## src/rtl/display_backend_regs_pixel_unpack_macros.svh

```systemverilog
// assertion macros used by the display back-end rtl
`ifndef DISPLAY_BACKEND_REGS_PIXEL_UNPACK_MACROS_SVH
`define DISPLAY_BACKEND_REGS_PIXEL_UNPACK_MACROS_SVH

// same-cycle implication, checked on clk with active low reset
`define DBRPU_ASSERT_IMP(label, ante, cons, msg) \
  label: assert property (@(posedge clk) disable iff (!rst_n) (ante) |-> (cons)) \
    else $error(msg);

// next-cycle implication
`define DBRPU_ASSERT_NXT(label, ante, cons, msg) \
  label: assert property (@(posedge clk) disable iff (!rst_n) (ante) |=> (cons)) \
    else $error(msg);

`endif

```

## src/rtl/dbrpu_ram.sv

```systemverilog
// generic single write port ram with registered read
`timescale 1ns / 1ps
`default_nettype none

module dbrpu_ram #(
  parameter int WIDTH = 32,
  parameter int DEPTH = 96
) (
  input  wire logic                     clk,
  input  wire logic                     we,
  input  wire logic [$clog2(DEPTH)-1:0] waddr,
  input  wire logic [WIDTH-1:0]         wdata,
  input  wire logic                     re,
  input  wire logic [$clog2(DEPTH)-1:0] raddr,
  output logic      [WIDTH-1:0]         rdata
);

  logic [WIDTH-1:0] mem_r [DEPTH];

  always_ff @(posedge clk) begin
    if (we) begin
      mem_r[waddr] <= wdata;
    end
    // read during write returns the old word
    if (re) begin
      rdata <= mem_r[raddr];
    end
  end

endmodule

`default_nettype wire

```

## config.mk

```make
export PLATFORM = sky130hd
export DESIGN_NAME = dbrpu_ram
export DESIGN_NICKNAME = d
export VERILOG_FILES = /design/src/rtl/display_backend_regs_pixel_unpack_macros.svh /design/src/rtl/dbrpu_ram.sv
export SDC_FILE = /design/constraint.sdc
export NUM_CORES = 2
export LEC_CHECK = 0
export BUFFER_PORTS_ARGS = -buffer_cell sky130_fd_sc_hd__buf_2
export CAP_MARGIN = 20
export CORE_MARGIN = 1.5
export CORE_UTILIZATION = 25
export CTS_CLUSTER_DIAMETER = 30
export DETAILED_ROUTE_END_ITERATION = 10
export PLACE_DENSITY = 0.5
export SYNTH_ARGS = -nofsm -noshare
export SYNTH_HDL_FRONTEND = slang
export SYNTH_SLANG_ARGS = --single-unit
```

## constraint.sdc

```tcl
create_clock -name clk -period 5.74 [get_ports clk]
set_clock_uncertainty 0.05 [all_clocks]
set_input_delay 1.722 -clock clk [delete_from_list [all_inputs] [get_ports clk]]
set_output_delay 1.722 -clock clk [all_outputs]
set_load 0.01 [all_outputs]
```

==> flow_summary_export.csv <==
group,metric,value,unit
run_status,status,"finished clean",
drt,drcViolationCount,0,
setup_path,r2r_cells,5,
die,dieArea,479000,sq um
layout,drive_gt1_frac,0.345,
power,power_density,424,nW/um^2
setup_path,ff2ff_setup_slack,2.18,ns
layout,final_nets,6185,
layout,areaGrowthSynthToFinish,27.8,%
layout,fin_area,152000,sq um
die,core-area,472000,sq um
placement,place_hpwl,236,mm
clocking,hold_buffers,0,
sta,grt_setup_unrepaired,"false",
grt,grt_pass1_wl,536,mm
sta,timing.final.crit_share,0.866,
synth,synth_area,119000,sq um
synth,yosysUniqueCellTypes,54,
grt,overflow,0,
drt,vias,62800,
drt,wirelength,395,mm
synth,synth-main-ff-cell,"edfxtp_1",
grt,grt_antenna_before_repair,48,
sta,hold_viol,0,
grt,grt_pass1_vias,64300,
synth,synthTopCellsByArea,"edfxtp_1 (79%), mux4_2 (13%), mux2i_1 (2.5%)",
synth,yosys.area.top_type,"edfxtp_1",
min_path,whs_path_depth,3,
drt,drtPass1Iterations,5,
synth,yosys_warnings,0,
clocking,h-tree-depth,6,
drt,viasPerCell,4.87,
sta,slew_headroom,0.143,
clocking,numCtsBuffers,635,
synth,synth_nets,5328,
die,ios,81,
grt,grt_util_all_layers,0.160,
setup_path,crit_fanout,31,
synth,synth_edf_count,3104,
clocking,root_buffer,"clkbuf_16",
setup_path,r2r-end,"rdata[29]",
placement,gp_congestion,0.825,
setup_path,r2r-start,"mem_r[91][29]",
power,ir_worst_vdd,0.000308,V
synth,synth-async-reset-ratio,0,
setup_path,crit_required,6.45,ns
drt,drt_iter0_drc,7925,
die,dieWidth,692,um
grt,grt_max_degree,97,
clocking,cts_buffer_depth,4,
synth,avgSynthCellArea,22.5,sq um
sta,tightest_slew,1.28,ns
placement,io_buffers,80,
die,num_rows,252,
power,p_total,64.2,mW
setup_path,worstPathArrival,5.68,ns
synth,synth-seq-cells,3104,
clocking,clock_sinks,3104,
setup_path,worstSetupPathType,"in -> reg",
drt,wl_per_cell,30.6,um
power,leakagePower,48.6,nW
setup_path,cp-end-kind,"flop",
synth,syn_inst,5279,
placement,place_area,130000,sq um
die,initial_core_util,0.251,
sta,finalCriticalPeriod,4.97,ns
setup_path,worstSetupEndpoint,"rdata[29]",
setup_path,crit_path_start,"raddr[0]",
sta,hold-worst-slack,0.897,ns
clocking,post_cts_buffers,0,
clocking,path_clk_slew,0.05,ns
synth,synth.top_cell.area_share,0.786,
job,maxCapViolations,0,
drt,ant_nets,0,
synth,yosysSeqAreaShare,0.786,
setup_path,start_kind,"input pin",
clocking,tritoncts,"yes",
clocking,ctsResizeCount,0,
min_path,hp-class,"reg -> reg",
die,die_h,692,um
sta,setup_violations,0,
clocking,clk_latency,1.05,ns
sta,maxSlewViolCount,0,
sta,max_clock_freq,0.201,GHz
==> logic make-up after synthesis <==
logic type / share of synthesized area
flip-flops: 0.786
multiplexers: 0.155
AO/OA/AOI/OAI: 0.0279
AND/OR/NAND/NOR: 0.0173
buffers and inverters: 0.0146
==> synthesized netlist by cell type (2+ instances only) <==
master     number
nand3_1        68
o41ai_1         7
buf_2          65
mux4_2        670
a2111oi_0       5
and2_0          2
or4_1           5
buf_4          42
nor4_1         10
nor2b_1        34
o221ai_1       17
o21ai_1        15
a31o_1          5
nor3b_1         4
edfxtp_1     3104
inv_1           2
a22o_1         31
buf_1          17
a211oi_1       27
o21ai_0        17
nor3_1         36
and3_1          5
nand4_1         2
a22oi_1       126
clkbuf_1       97
nand2_1        97
and2_1          9
o22ai_1        87
o22a_1          4
mux2_2         21
mux2i_1       300
buf_8           4
buf_6          51
nand3b_1        2
a31oi_1        13
o211ai_1        3
a21oi_1        60
nor2_1        132
a221oi_1       41
or3_1          12
nand2b_1       13
or2_2           5
==> cells in the final DEF (no fill, tap or decap), drive strengths merged, types with 68 or more instances in the layout <==
| master | instances |
|---|---|
| buf | 497 |
| a22oi | 126 |
| mux4 | 670 |
| mux2i | 300 |
| o22ai | 87 |
| clkinv | 252 |
| bufinv | 76 |
| nand2 | 97 |
| nand3 | 68 |
| edfxtp | 3104 |
| clkbuf | 734 |
| nor2 | 132 |
==> sequential cells by signal, summed over array words and instances (netlist names) <==
register,cells
mem_r,3072
rdata,32
==> stage by stage <==
stage | setup WS, ns | utilization | instances | TNS (ns)
after floorplan | 0.773 | - | 5279 | 0
after global placement | -0.327 | 0.275 | 11700 | -0.327
after detailed placement | -0.347 | 0.275 | 11700 | -0.347
after CTS | 0.767 | 0.321 | 12900 | 0
after global routing | 0.814 | 0.321 | 12900 | 0
final | 0.769 | 0.321 | 12900 | 0
==> where the power goes <==
part	internal, mW	switching (mW)	total [mW]
Clock	24.0	12.4	36.5
Combinational	0.871	1.71	2.58
Sequential	25.1	0.0778	25.2
==> critical path, cell delays in order <==
cell and delay [ns]:
buf_12 0.25, buf_12 0.25, buf_4 0.36, mux4_2 0.57, a22o_1 0.23, a221oi_1 0.99
o211ai_1 0.63, or3_1 0.52
==> layout make-up <==
cell class                 count  area [sq um]
fill                       44800        320000
multi-input combinational   1895         24500
clock buffer                 734         16400
timing repair buffer         497          4470
antenna                       23          57.6
clock inverter               428          5210
tap                         6223          7790
sequential                  3104         93200
inverter                       3          13.8
==> how the worst min path moves through the flow <==
stage | startpoint | to
finish | mem_r[6][31] | rdata[31]
global route | wdata[9] | mem_r[73][9]
CTS | mem_r[7][31] | rdata[31]
detailed placement | mem_r[2][31] | rdata[31]
global placement | mem_r[88][30] | rdata[30]
floorplan | mem_r[94][23] | rdata[23]
==> per-layer routing <==
metal  GRT usage  up-vias  part of all wire
li1            -    24600                 -
met1       0.215    34500              0.41
met2       0.263     3084              0.48
met3      0.0263      667             0.075
met4      0.0546        8             0.033
met5           0        -           0.00011
Note: power is estimated with default switching activity, not from simulation.
