## config.mk

```make
export PLATFORM = sky130hd
export DESIGN_NAME = dbrpu_unpack
export DESIGN_NICKNAME = d
export VERILOG_FILES = /design/src/rtl/display_backend_regs_pixel_unpack_macros.svh /design/src/rtl/dbrpu_pkg.sv /design/src/rtl/dbrpu_unpack.sv
export SDC_FILE = /design/constraint.sdc
export NUM_CORES = 1
export LEC_CHECK = 0
export BUFFER_PORTS_ARGS = -buffer_cell sky130_fd_sc_hd__buf_2
export CAP_MARGIN = 0
export CORE_MARGIN = 4
export CORE_UTILIZATION = 35
export DETAILED_ROUTE_END_ITERATION = 16
export GPL_ROUTABILITY_DRIVEN = 0
export PLACE_DENSITY = 0.95
export SLEW_MARGIN = 20
export SYNTH_ARGS = -nofsm -noshare
export SYNTH_HDL_FRONTEND = slang
export SYNTH_SLANG_ARGS = --single-unit
export TNS_END_PERCENT = 10
```

## constraint.sdc

```tcl
create_clock -name vclk -period 2.6
set_input_delay 0.26 -clock vclk [all_inputs]
set_output_delay 0.26 -clock vclk [all_outputs]
set_load 0.005 [all_outputs]
```

## src/rtl/display_backend_regs_pixel_unpack_macros.svh

```systemverilog
// assertion macros used by the display back-end rtl
`ifndef DISPLAY_BACKEND_REGS_PIXEL_UNPACK_MACROS_SVH
`define DISPLAY_BACKEND_REGS_PIXEL_UNPACK_MACROS_SVH

// same-cycle implication, checked on clk with active low reset
`define DBRPU_ASSERT_IMP(label, ante, cons, msg) \
  label: assert property (@(posedge clk) disable iff (!rst_n) (ante) |-> (cons)) \
    else $error(msg);

// next-cycle implication
`define DBRPU_ASSERT_NXT(label, ante, cons, msg) \
  label: assert property (@(posedge clk) disable iff (!rst_n) (ante) |=> (cons)) \
    else $error(msg);

`endif

```

## src/rtl/dbrpu_pkg.sv

```systemverilog
// shared types and constants of the display back-end register block
`timescale 1ns / 1ps
`default_nettype none

package dbrpu_pkg;

  localparam int REG_WORDS_DEF = 96;

  typedef enum logic [1:0] {
    ACT_READ  = 2'd0,
    ACT_WRITE = 2'd1,
    ACT_PIXEL = 2'd2,
    ACT_FRAME = 2'd3
  } action_t;

  localparam logic [3:0] FMT_RGB565   = 4'd5;
  localparam logic [3:0] FMT_RGB0888  = 4'd9;
  localparam logic [3:0] FMT_ARGB8888 = 4'd10;
  localparam logic [3:0] FMT_RGB888   = 4'd11;

  localparam logic [11:0] OFF_MODE  = 12'h800;
  localparam logic [11:0] OFF_SIZE  = 12'h808;
  localparam logic [11:0] OFF_FB_LO = 12'h850;
  localparam logic [11:0] OFF_FB_HI = 12'h860;
  localparam logic [11:0] OFF_ATT1  = 12'h8A0;

  localparam int MODE_EN_BIT    = 0;
  localparam int MODE_START_BIT = 1;
  localparam int OPT_SWAP_BIT   = 2;

  typedef struct packed {
    action_t      action;
    logic [11:0]  offset;
    logic [31:0]  write_data;
    logic [31:0]  pixel_word;
  } in_item_t;

  typedef struct packed {
    logic [31:0] read_data;
    logic [31:0] pixel_argb;
    logic        refresh_pending;
    logic [11:0] layer_width;
    logic [11:0] layer_height;
    logic [31:0] frame_base;
    logic        output_active;
  } out_item_t;

  // layer-0 pixel format settings handed to the unpacker
  typedef struct packed {
    logic [3:0] code;
    logic [2:0] opts;
  } fmt_t;

endpackage

`default_nettype wire

```

## src/rtl/dbrpu_unpack.sv

```systemverilog
// layer-0 pixel unpacker: source word to argb8888
`timescale 1ns / 1ps
`default_nettype none

module dbrpu_unpack (
  input  wire dbrpu_pkg::fmt_t fmt,
  input  wire logic [31:0]     pixel_word,
  output logic      [31:0]     argb
);

  logic [7:0] a;
  logic [7:0] r;
  logic [7:0] g;
  logic [7:0] b;

  always_comb begin
    a = 8'h00;
    r = 8'h00;
    g = 8'h00;
    b = 8'h00;
    case (fmt.code)
      dbrpu_pkg::FMT_RGB565: begin
        r = {pixel_word[15:11], 3'b000};
        g = {pixel_word[10:5], 2'b00};
        b = {pixel_word[4:0], 3'b000};
      end
      dbrpu_pkg::FMT_RGB0888, dbrpu_pkg::FMT_RGB888: begin
        r = pixel_word[7:0];
        g = pixel_word[15:8];
        b = pixel_word[23:16];
      end
      dbrpu_pkg::FMT_ARGB8888: begin
        r = pixel_word[7:0];
        g = pixel_word[15:8];
        b = pixel_word[23:16];
        a = pixel_word[31:24];
      end
      default: begin
        // unknown format gives black
        a = 8'h00;
      end
    endcase
    if (fmt.opts[dbrpu_pkg::OPT_SWAP_BIT]) begin
      argb = {a, b, g, r};
    end else begin
      argb = {a, r, g, b};
    end
  end

endmodule

`default_nettype wire
```

==> impl_metrics.prom <==
# TYPE chip_impl_metric gauge
chip_impl_info{name="run_status",value="finished, final reports clean"} 1
chip_impl_metric{name="floorplan.die.width",unit="µm"} 46.66
chip_impl_info{name="criticalPathCategory",value="in -> out"} 1
chip_impl_metric{name="syn_inst",unit=""} 61
chip_impl_metric{name="worstMarginPinSlew",unit="ps"} 575.5
chip_impl_metric{name="grt_first_pass_wirelength",unit="mm"} 2.753
chip_impl_metric{name="buffer_ports.inserted",unit=""} 69
chip_impl_metric{name="grt_antenna_before_repair",unit=""} 0
chip_impl_metric{name="viasPerCell",unit=""} 5.312
chip_impl_metric{name="maxSlewViolCount",unit=""} 0
chip_impl_metric{name="cts_repair_resize_count",unit=""} 0
chip_impl_metric{name="hold_viol_final",unit=""} 0
chip_impl_metric{name="placeableCoreArea",unit="µm²"} 1350
chip_impl_metric{name="maxClockFrequency",unit="MHz"} 558.8
chip_impl_metric{name="critical_path.max_fanout",unit=""} 15
chip_impl_metric{name="power.share.combinational",unit=""} 1.000
chip_impl_metric{name="pwr-share-clk",unit=""} 0
chip_impl_metric{name="placed_area",unit="µm²"} 827.0
chip_impl_metric{name="routed_wire_length_per_instance",unit="µm"} 14.01
chip_impl_metric{name="dr.pass1.iters",unit=""} 4
chip_impl_metric{name="max_slew_headroom",unit=""} 0.6163
chip_impl_metric{name="fin_worst_hold_slack",unit="ps"} 784.6
chip_impl_metric{name="grt_overflow",unit=""} 0
chip_impl_metric{name="number_of_core_rows",unit=""} 13
chip_impl_metric{name="arrival",unit="ps"} 1530
chip_impl_metric{name="wl",unit="mm"} 1.933
chip_impl_metric{name="finalCoreUtilization",unit=""} 0.6126
chip_impl_metric{name="grt_max_degree",unit=""} 17
chip_impl_metric{name="clockBufferCount",unit=""} 0
chip_impl_metric{name="crit_path_max_incr_delay",unit="ps"} 510
chip_impl_metric{name="detailedRoute.firstIterationViolations",unit=""} 2
chip_impl_metric{name="yosysUniqueCellTypes",unit=""} 18
chip_impl_metric{name="via_count",unit=""} 733
chip_impl_info{name="worstHoldPathType",value="in -> out"} 1
chip_impl_info{name="grt_setup_unrepaired",value="no"} 1
chip_impl_metric{name="nets",unit=""} 164
chip_impl_metric{name="die_area",unit="µm²"} 2177
chip_impl_metric{name="yosys_warnings",unit=""} 0
chip_impl_metric{name="ioPinCount",unit=""} 71
chip_impl_metric{name="p_leak",unit="nW"} 0.5218
chip_impl_metric{name="crit_required",unit="ps"} 2340
chip_impl_metric{name="syn_area_per_cell",unit="µm²"} 8.574
chip_impl_metric{name="finalSetupViolations",unit=""} 0
chip_impl_info{name="timing.critical_path.slowest_stage_cell",value="sky130_fd_sc_hd__and2b_1"} 1
chip_impl_info{name="critical_path.startpoint_type",value="input port"} 1
chip_impl_info{name="timing.critical_path.to_type",value="primary output"} 1
chip_impl_metric{name="initial_core_util",unit=""} 0.3874
chip_impl_metric{name="drt_drc_violations_left",unit=""} 0
chip_impl_metric{name="layout.cell_area.non_filler",unit="µm²"} 827.0
chip_impl_metric{name="timing.final.crit_period",unit="ps"} 1789
chip_impl_metric{name="final.period_utilization",unit=""} 0.6882
chip_impl_metric{name="dpl.hpwl",unit="mm"} 1.660
chip_impl_metric{name="ir_drop",unit="mV"} 0.06484
chip_impl_metric{name="seq_area",unit="µm²"} 0
chip_impl_metric{name="die_y",unit="µm"} 46.66
chip_impl_metric{name="p_seq_frac",unit=""} 0
chip_impl_metric{name="area_delta_synth_final",unit="%"} 58.13
chip_impl_info{name="mostFrequentLayoutCell",value="sky130_fd_sc_hd__buf_2"} 1
chip_impl_metric{name="power.share.switching",unit=""} 0.4796
chip_impl_metric{name="internal_cell_power",unit="mW"} 0.05723
chip_impl_metric{name="synth_sequential_area_ratio",unit=""} 0
chip_impl_metric{name="grt_pass1_vias",unit=""} 667
chip_impl_metric{name="final_layout_size_suffix_gt1_frac",unit=""} 0.6016
chip_impl_metric{name="cts_setup_buffers",unit=""} 0
chip_impl_metric{name="power.net_switching",unit="mW"} 0.05273
chip_impl_metric{name="p_per_area",unit="nW/µm²"} 133.0
chip_impl_metric{name="mappedNetlistNets",unit=""} 100
chip_impl_metric{name="grtUsageTotal",unit=""} 0.1646
chip_impl_info{name="final_cell_mix",value="sky130_fd_sc_hd__buf_2 (69), sky130_fd_sc_hd__mux2i_1 (16), sky130_fd_sc_hd__and2_1 (8)"} 1
chip_impl_info{name="cp_common_cell",value="sky130_fd_sc_hd__buf_2"} 1
chip_impl_metric{name="nFlopsAndLatches",unit=""} 0
chip_impl_metric{name="tns",unit="ps"} 0
chip_impl_metric{name="drt.antenna.violating_nets",unit=""} 0
chip_impl_metric{name="power.total",unit="mW"} 0.1100
chip_impl_metric{name="cts_hold_repair.buffers",unit=""} 0
chip_impl_metric{name="timing.max_cap.violations",unit=""} 0
chip_impl_info{name="timing.critical_path.cells",value="buf_2 -> and2b_1 -> and2_0 -> a22o_1 -> buf_2"} 1
chip_impl_metric{name="synth.cell_area",unit="µm²"} 523.0
chip_impl_metric{name="num_antenna_cells",unit=""} 0
[worst paths after layout]
check,depth (start not counted),to,start,slack [ps]
setup / recovery,5,argb[14],fmt[5],810
hold / removal,3,argb[25],pixel_word[25],780
[metal layers]
metal,part of all wire,vias to the layer above,track usage
li1,-,368,-
met1,0.38,327,0.1909
met2,0.52,38,0.3434
met3,0.10,0,0.003906
met4,0,0,0
met5,0,-,0
[synth_stat cells]
library cell,count,share of area
sky130_fd_sc_hd__mux2i_1,16,0.31
sky130_fd_sc_hd__and2_1,8,0.096
sky130_fd_sc_hd__a22o_1,6,0.10
sky130_fd_sc_hd__a32oi_1,6,0.10
sky130_fd_sc_hd__nor2_1,6,0.043
sky130_fd_sc_hd__a32oi_2,4,0.12
sky130_fd_sc_hd__and3_1,2,0.024
sky130_fd_sc_hd__buf_6,2,0.043
sky130_fd_sc_hd__clkbuf_2,2,0.019
sky130_fd_sc_hd__and2_0,1,0.012
sky130_fd_sc_hd__and2b_1,1,0.014
sky130_fd_sc_hd__and3b_1,1,0.017
sky130_fd_sc_hd__and4bb_1,1,0.024
sky130_fd_sc_hd__buf_2,1,0.0096
sky130_fd_sc_hd__buf_4,1,0.014
sky130_fd_sc_hd__buf_8,1,0.029
sky130_fd_sc_hd__nand2_1,1,0.0072
sky130_fd_sc_hd__or2_4,1,0.017
[area by class of cell]
cell class                 count  area (µm²)
fill                         128       523.0
tap                           15       18.77
multi-input combinational     54       462.9
timing repair buffer          69       345.3
[power groups by stage]
stage	clock network [mW]	registers, mW	logic (mW)
after floorplan	0	0	0.0577
after global placement	0	0	0.106
after detailed placement	0	0	0.110
after CTS	0	0	0.111
after global routing	0	0	0.121
final	0	0	0.110
[critical path: cells and delay by family]
kind | cells | cell delay (ps)
buffers and inverters | 2 | 210
and+or+nand+nor | 2 | 880
AOI/OAI and AO/OA | 1 | 180
[cell families (layout without fill, tap and decap cells)]
kind of cell / after synthesis / after routing / share of synthesized area
buffers and inverters: 7 / 69 / 0.1148
muxes: 16 / 16 / 0.3062
and+or+nand+nor: 22 / 22 / 0.2536
AOI/OAI and AO/OA: 16 / 16 / 0.3254
[stage by stage]
step	setup WS, ps	std cells
finish	810.6	138
global route	683.4	138
CTS	800.0	138
detailed placement	808.7	138
global placement	811.5	138
floorplan	1357	61
Note: power is estimated with default switching activity, not from simulation.
